[config.mk]
export PLATFORM = sky130hd
export DESIGN_NAME = sorted_colour_remap_table_core
export DESIGN_NICKNAME = d
export VERILOG_FILES = /design/src/hw/rtl/scrt_pkg.sv /design/src/hw/rtl/scrt_ram.sv /design/src/hw/rtl/sorted_colour_remap_table_core.sv
export SDC_FILE = /design/constraint.sdc
export NUM_CORES = 2
export LEC_CHECK = 0
export BUFFER_PORTS_ARGS = -buffer_cell sky130_fd_sc_hd__clkbuf_2
export CAP_MARGIN = 20
export CORE_ASPECT_RATIO = 2
export CORE_UTILIZATION = 55
export CTS_CLUSTER_SIZE = 20
export DETAILED_ROUTE_END_ITERATION = 12
export GPL_TIMING_DRIVEN = 1
export PLACE_DENSITY = 0.71
export SLEW_MARGIN = 40
export SYNTH_ARGS = -nofsm -noshare
export SYNTH_HDL_FRONTEND = slang
export SYNTH_HIERARCHICAL = 1
export SYNTH_SLANG_ARGS = --single-unit
[constraint.sdc]
create_clock -name clk -period 9.4 [get_ports clk]
set_input_delay 0.94 -clock clk [delete_from_list [all_inputs] [get_ports clk]]
set_output_delay 0.94 -clock clk [all_outputs]
set_load 0.01 [all_outputs]
[src/hw/rtl/scrt_pkg.sv]
// ----------------------------------------------------------------------------
// scrt_pkg
// Shared widths and types for the sorted colour remap table.
// ----------------------------------------------------------------------------
package scrt_pkg;

	localparam int unsigned Entries = 64;
	localparam int unsigned IdxW    = $clog2(Entries);
	localparam int unsigned CntW    = $clog2(Entries + 1);
	localparam int unsigned ColW    = 32;
	localparam int unsigned PairW   = 2 * ColW;

	typedef enum logic {
		REQ_ADD    = 1'b0,
		REQ_LOOKUP = 1'b1
	} req_t;

endpackage

[src/hw/rtl/scrt_ram.sv]
// ----------------------------------------------------------------------------
// scrt_ram
// Generic single-port-write, single-port-read RAM with registered read data.
// ----------------------------------------------------------------------------
module scrt_ram #(
	parameter int unsigned Width = 8,
	parameter int unsigned Depth = 16
) (
	input  logic                     clk,
	input  logic                     we,
	input  logic [$clog2(Depth)-1:0] waddr,
	input  logic [Width-1:0]         wdata,
	input  logic [$clog2(Depth)-1:0] raddr,
	output logic [Width-1:0]         rdata
);

	logic [Width-1:0] mem [Depth];

	always_ff @(posedge clk) begin
		if (we) begin
			mem[waddr] <= wdata;
		end
		rdata <= mem[raddr];
	end

endmodule

[src/hw/rtl/sorted_colour_remap_table_core.sv]
// ----------------------------------------------------------------------------
// sorted_colour_remap_table_core
// Sorted (old colour, new colour) pair table in one RAM, with insert and
// first-match lookup.
// ----------------------------------------------------------------------------
//  channel | direction | fields
//  in      | input     | req_type, old_colour, new_colour
//  out     | output    | hit, mapped_colour, status
//
// One transaction at a time. Lookup: reads entries in order from entry 0 and
// stops at a match, at a larger old colour or at the last entry; an empty
// table answers a miss without a scan. Add: scan to the slot, one set-up read,
// one shift per entry moved up, one write of the new pair; an appended pair
// or an empty table skips the shift. An add on a full table is dropped with status set.
// Reset clears the entry count and the registers, not the RAM contents;
// a stalled result holds in the output register and blocks the next one.
module sorted_colour_remap_table_core
	import scrt_pkg::*;
(
	input  logic            clk,
	input  logic            arst_n,
	input  logic            in_valid,
	output logic            in_ready,
	input  logic            req_type,
	input  logic [ColW-1:0] old_colour,
	input  logic [ColW-1:0] new_colour,
	output logic            out_valid,
	input  logic            out_ready,
	output logic            hit,
	output logic [ColW-1:0] mapped_colour,
	output logic            status
);

	typedef enum logic [2:0] {
		ST_IDLE, ST_SCAN, ST_PREP, ST_SHIFT, ST_PUT, ST_DONE
	} state_t;

	state_t            state_q;
	logic [CntW-1:0]   count_q;
	logic [CntW-1:0]   ptr_q;     // scan index of the word in rdata; insert slot
	logic [CntW-1:0]   pos_q;     // shift target / write address
	logic              req_q;
	logic [PairW-1:0]  pair_q;

	logic              we;
	logic [IdxW-1:0]   waddr;
	logic [PairW-1:0]  wdata;
	logic [IdxW-1:0]   raddr;
	logic [PairW-1:0]  rdata;

	scrt_ram #(.Width(PairW), .Depth(Entries)) u_ram (
		.clk  (clk),
		.we   (we),
		.waddr(waddr),
		.wdata(wdata),
		.raddr(raddr),
		.rdata(rdata)
	);

	logic [ColW-1:0] rd_old;
	logic            accept;
	logic            last_entry;
	assign rd_old     = rdata[PairW-1:ColW];
	assign in_ready   = (state_q == ST_IDLE);
	assign accept     = in_valid && in_ready;
	assign last_entry = (ptr_q + CntW'(1) == count_q);

	always_comb begin
		we    = 1'b0;
		waddr = pos_q[IdxW-1:0];
		wdata = rdata;
		raddr = '0;
		unique case (state_q)
			ST_SCAN: begin
				raddr = IdxW'(ptr_q + CntW'(1));
			end
			ST_PREP: begin
				raddr = IdxW'(count_q - CntW'(1));
			end
			ST_SHIFT: begin
				// rdata holds entry pos_q-1, move it up to pos_q
				we    = 1'b1;
				raddr = IdxW'(pos_q - CntW'(2));
			end
			ST_PUT: begin
				we    = 1'b1;
				wdata = pair_q;
			end
			default: begin
			end
		endcase
	end

	always_ff @(posedge clk or negedge arst_n) begin
		if (!arst_n) begin
			state_q       <= ST_IDLE;
			count_q       <= '0;
			out_valid     <= 1'b0;
			ptr_q         <= '0;
			pos_q         <= '0;
			req_q         <= 1'b0;
			pair_q        <= '0;
			hit           <= 1'b0;
			mapped_colour <= '0;
			status        <= 1'b0;
		end else begin
			unique case (state_q)
				ST_IDLE: begin
					if (accept) begin
						req_q         <= req_type;
						pair_q        <= {old_colour, new_colour};
						ptr_q         <= '0;
						pos_q         <= '0;
						hit           <= 1'b0;
						mapped_colour <= '0;
						status        <= 1'b0;
						if (req_type == REQ_ADD && count_q == CntW'(Entries)) begin
							status    <= 1'b1;
							out_valid <= 1'b1;
							state_q   <= ST_DONE;
						end else if (count_q == '0) begin
							if (req_type == REQ_ADD) begin
								state_q <= ST_PUT;
							end else begin
								out_valid <= 1'b1;
								state_q   <= ST_DONE;
							end
						end else begin
							state_q <= ST_SCAN;
						end
					end
				end
				ST_SCAN: begin
					// rdata = entry ptr_q
					if (req_q == REQ_LOOKUP) begin
						if (rd_old == pair_q[PairW-1:ColW]) begin
							hit           <= 1'b1;
							mapped_colour <= rdata[ColW-1:0];
							out_valid     <= 1'b1;
							state_q       <= ST_DONE;
						end else if (rd_old > pair_q[PairW-1:ColW] || last_entry) begin
							out_valid <= 1'b1;
							state_q   <= ST_DONE;
						end else begin
							ptr_q <= ptr_q + CntW'(1);
						end
					end else begin
						if (rdata > pair_q) begin
							pos_q   <= count_q;
							state_q <= ST_PREP;
						end else if (last_entry) begin
							pos_q   <= count_q;
							state_q <= ST_PUT;
						end else begin
							ptr_q <= ptr_q + CntW'(1);
						end
					end
				end
				ST_PREP: begin
					state_q <= ST_SHIFT;
				end
				ST_SHIFT: begin
					pos_q <= pos_q - CntW'(1);
					if (pos_q - CntW'(1) == ptr_q) begin
						state_q <= ST_PUT;
					end
				end
				ST_PUT: begin
					count_q   <= count_q + CntW'(1);
					out_valid <= 1'b1;
					state_q   <= ST_DONE;
				end
				ST_DONE: begin
					if (out_ready) begin
						out_valid <= 1'b0;
						state_q   <= ST_IDLE;
					end
				end
				default: state_q <= ST_IDLE;
			endcase
		end
	end

	assert property (@(posedge clk) disable iff (!arst_n)
		count_q <= CntW'(Entries))
		else $error("entry count overflow");

	assert property (@(posedge clk) disable iff (!arst_n)
		(state_q == ST_PUT) |=> (count_q == $past(count_q) + CntW'(1)))
		else $error("insert did not advance count");

	assert property (@(posedge clk) disable iff (!arst_n)
		out_valid |-> (state_q == ST_DONE))
		else $error("result shown outside done state");

	assert property (@(posedge clk) disable iff (!arst_n)
		(out_valid && hit) |-> !status)
		else $error("hit and full flag together");

endmodule

==> impl_results.md <==
* FP Rows at 283
* CTS root buffer: clkbuf_16
* Via density at 7.03
* Max Root-Sink Buffers at 4
* Delay-heaviest family, CP: buffers and inverters
* Synth Flop Type: edfxtp_1
* Pin count of the biggest net entering global routing at 111
* Post-Route Setup TNS at 0 ns
* Initial Util at between 50% and 60%
* Post CTS Setup Buffer Count at 0
* Die area at roughly 300000 µm²
* Worst Hold Depth at 2
* Antenna violations before repair at 16
* HPWL Detailed at approximately 260 mm
* Worst R2R End: u_ram/rdata[24]$_DFF_P_
* H-tree Lvls at 5
* Ports at between 100 and 150
* Peak VDD IR at 252 µV
* WHS Endpoint: pair_q[29]$_DFFE_PN0P_
* First-pass GRT wire length at between 600 and 700 mm
* Post-synthesis register bit count at roughly 4300
* CP required at roughly 10 ns
* Cts hold-fix bufs at 1
* Die span in y at approximately 780 µm
* Vias at approximately 84000
* Status: finished, final reports clean
* Post-Synthesis Cells at roughly 7500
* Hold_sp: new_colour[29]
* Max FO, Critical Path at 94
* Clock tree sinks at approximately 4300
* WL/cell at slightly above 40 µm
* Post-route ant nets at 0
* Vias in the first global route at about 84000
* FF-to-FF setup slack at around 4.3 ns
* Clock transition at the registers of the reported paths at about 0.070 ns
* R2R depth at 12
* Clk_skew at about 0.06 ns
* Worst relative slew slack at between 30 and 40%
* Fmax at a little under 0.2 GHz
* Area growth syn-to-layout at 11.3%
* Syn nets at about 7600
* Static leakage at around 56 nW
* Port Buffer Count at 104
* Period minus WS final at roughly 5.1 ns
* Nets@finish at a little under 8000
* Core area at approximately 300000 µm²
* Grt ovf at 0
* Detailed Route Iter0 Violations at 12700
* Die span in x at 389 µm
* Startpoint type of the worst setup path: flip-flop
* Hold Path Class: input port to flip-flop
* Count of unique library cells instantiated by Yosys at 68
* Routability congestion estimate at 0.887
* Average size of a mapped cell at between 20 and 25 µm²
* DRC violations left at 0
* CP Class: flip-flop to flip-flop
* CTS buffer count at 356
* Critical Path End Type: flip-flop
* Max Cap Viol at 0
* Synth warn at 6
* CP cell instances: inv_1 > ha_1 > nand2_1 > o211ai_1 > a21oi_4 > buf_4 > buf_12 > and2_4 > buf_4 > a22oi_1 > and3_1 > a211oi_1
* Worst path slowest cell: dfrtp_1
* Clock Latency Late Sink at ~0.93 ns
* Post_cts resized at 0
* WHS at roughly 0.23 ns
* CP max stage delay at around 0.73 ns
* Final Setup Violations at 0
* Final Hold Fails at 0
* Post-synth EDFFs at approximately 4100
* Asr flop ratio synth at between 2 and 3%
* CP arrival at about 6 ns
* First drt pass iteration count at 6
* Total routed wirelength at around 480 mm
* CTS tree: done
* Layout cell share with drive strength beyond 1 at about 27%
* Final Max Slew Viols at 0
* Final period util at between 50% and 60%
* Gr usage total at 32.2%
* Worst Tran Pin Value at 1.01 ns
* Unrepaired setup endpoints after global routing: no
* Buf+Inv Stages, Crit Path at 4
* Pwr Density at about 310 nW/µm²
* Reg-to-Reg Start: pos_q[1]$_DFFE_PN0P_
* Synthesized area at between 150000 and 200000 µm²
* Seq/Total Area, Yosys at about 77%
* Cell repeated most along the worst path: buf_4
==> through the flow <==
stage               std cells  util, %  area, µm²  power, mW  worst slack (ns)
floorplan                7462        -     165000       36.9              2.74
global placement        11200     57.4     171000       41.7              4.47
detailed placement      11200     57.7     172000       42.4              4.55
CTS                     11900     61.6     183000       57.0              4.53
global route            11900     61.6     183000       58.6              4.26
finish                  11900     61.6     183000       57.1              4.26
==> placed cells by master, fill, tap and decap left out, drive strengths merged, types with 5 or more instances in the layout <==
cell | Yosys | routed
xnor2 | 23 | 23
clkinvlp | 0 | 18
nor3 | 11 | 11
xor2 | 14 | 14
o21ai | 48 | 48
o211ai | 6 | 6
a41oi | 28 | 28
a21oi | 56 | 56
ha | 71 | 71
mux4 | 1024 | 1024
a2bb2oi | 20 | 20
dfrtp | 124 | 124
dfxtp | 64 | 64
or3 | 32 | 32
nand2b | 16 | 16
bufinv | 0 | 28
buf | 237 | 250
mux2 | 128 | 128
a22o | 88 | 88
diode | 0 | 16
nand2 | 170 | 170
a211oi | 68 | 68
a22oi | 170 | 170
nand4 | 21 | 21
o221ai | 38 | 38
nor2 | 141 | 141
o2bb2ai | 9 | 9
nand3 | 61 | 61
nor4 | 5 | 5
a31oi | 20 | 20
and3 | 65 | 65
a221oi | 8 | 8
clkbuf | 179 | 563
or2 | 30 | 30
o22ai | 83 | 83
mux2i | 140 | 140
inv | 96 | 105
clkinv | 0 | 132
nor2b | 35 | 35
edfxtp | 4096 | 4096
==> power by group <==
| group | internal [mW] | switching, mW |
|---|---|---|
| clock network | 8.15 | 6.75 |
| registers | 25.6 | 0.947 |
| logic | 5.78 | 9.86 |
| total | 39.5 | 17.6 |
==> worst reg2reg max path, delay by kind of cell, from the launching register on <==
| family | cells | cell delay (ns) |
|---|---|---|
| buffers and inverters | 4 | 1.94 |
| and+or+nand+nor | 3 | 1.24 |
| AOI/OAI and AO/OA | 4 | 0.78 |
| DFF | 1 | 0.73 |
| adders and majority gates | 1 | 0.34 |
==> layout make-up <==
type	count	area, µm²
Fill cell	19900	114000
Timing Repair Buffer	354	3400
Sequential cell	4284	127000
Antenna cell	16	40.0
Tap cell	3847	4810
Inverter	96	360
Clock buffer	460	9780
Multi-Input combinational cell	2666	35900
Clock inverter	187	1700
==> synthesized netlist by cell type (64+ instances only) <==
| cell type | number | area, µm² |
|---|---|---|
| nor2_1 | 141 | 529 |
| a22oi_1 | 169 | 1270 |
| and3_1 | 65 | 407 |
| mux2_2 | 128 | 1440 |
| mux4_2 | 1024 | 23100 |
| dfrtp_1 | 124 | 3100 |
| mux2i_1 | 140 | 1400 |
| edfxtp_1 | 4096 | 123000 |
| a22o_1 | 88 | 771 |
| o22ai_1 | 83 | 519 |
| buf_2 | 173 | 866 |
| ha_1 | 71 | 888 |
| clkbuf_1 | 179 | 672 |
| dfxtp_1 | 64 | 1280 |
| nand2_1 | 170 | 638 |
| a211oi_1 | 67 | 503 |
| inv_1 | 96 | 360 |
==> worst max-delay path by stage <==
stage | startpoint | end | cells after the start
floorplan | state_q[0]$_DFFE_PN0P_ | u_ram/mem[48][0]$_DFFE_PP_ | 7
global placement | state_q[0]$_DFFE_PN0P_ | u_ram/rdata[27]$_DFF_P_ | 10
detailed placement | pos_q[1]$_DFFE_PN0P_ | u_ram/rdata[8]$_DFF_P_ | 12
CTS | pos_q[1]$_DFFE_PN0P_ | u_ram/rdata[17]$_DFF_P_ | 12
global route | pos_q[1]$_DFFE_PN0P_ | u_ram/rdata[17]$_DFF_P_ | 12
finish | pos_q[1]$_DFFE_PN0P_ | u_ram/rdata[24]$_DFF_P_ | 12
==> registers in the layout, indices dropped and copies added (netlist names), 3 cells and up <==
register       flops
u_ram/mem       4096
mapped_colour     32
ptr_q              7
state_q            3
pos_q              7
u_ram/rdata       64
pair_q            64
count_q            7
==> kinds of logic after synthesis <==
kind of cell / count (synthesis) / synth area share, %
AOI/OAI and AO/OA: 658 / 2.94
xor gates and xnor gates: 38 / 0.210
adders and majority gates: 71 / 0.539
buffers and inverters: 512 / 1.41
DFF: 4284 / 77.4
muxes: 1292 / 15.7
and+or+nand+nor: 607 / 1.81
==> layer usage <==
layer	part of all wire [%]	track usage (%)
met3	11	6.25
met5	0.027	0
met4	7.2	19.4
met2	50	54.2
met1	31	38.5
(Power assumes the default switching activity.)
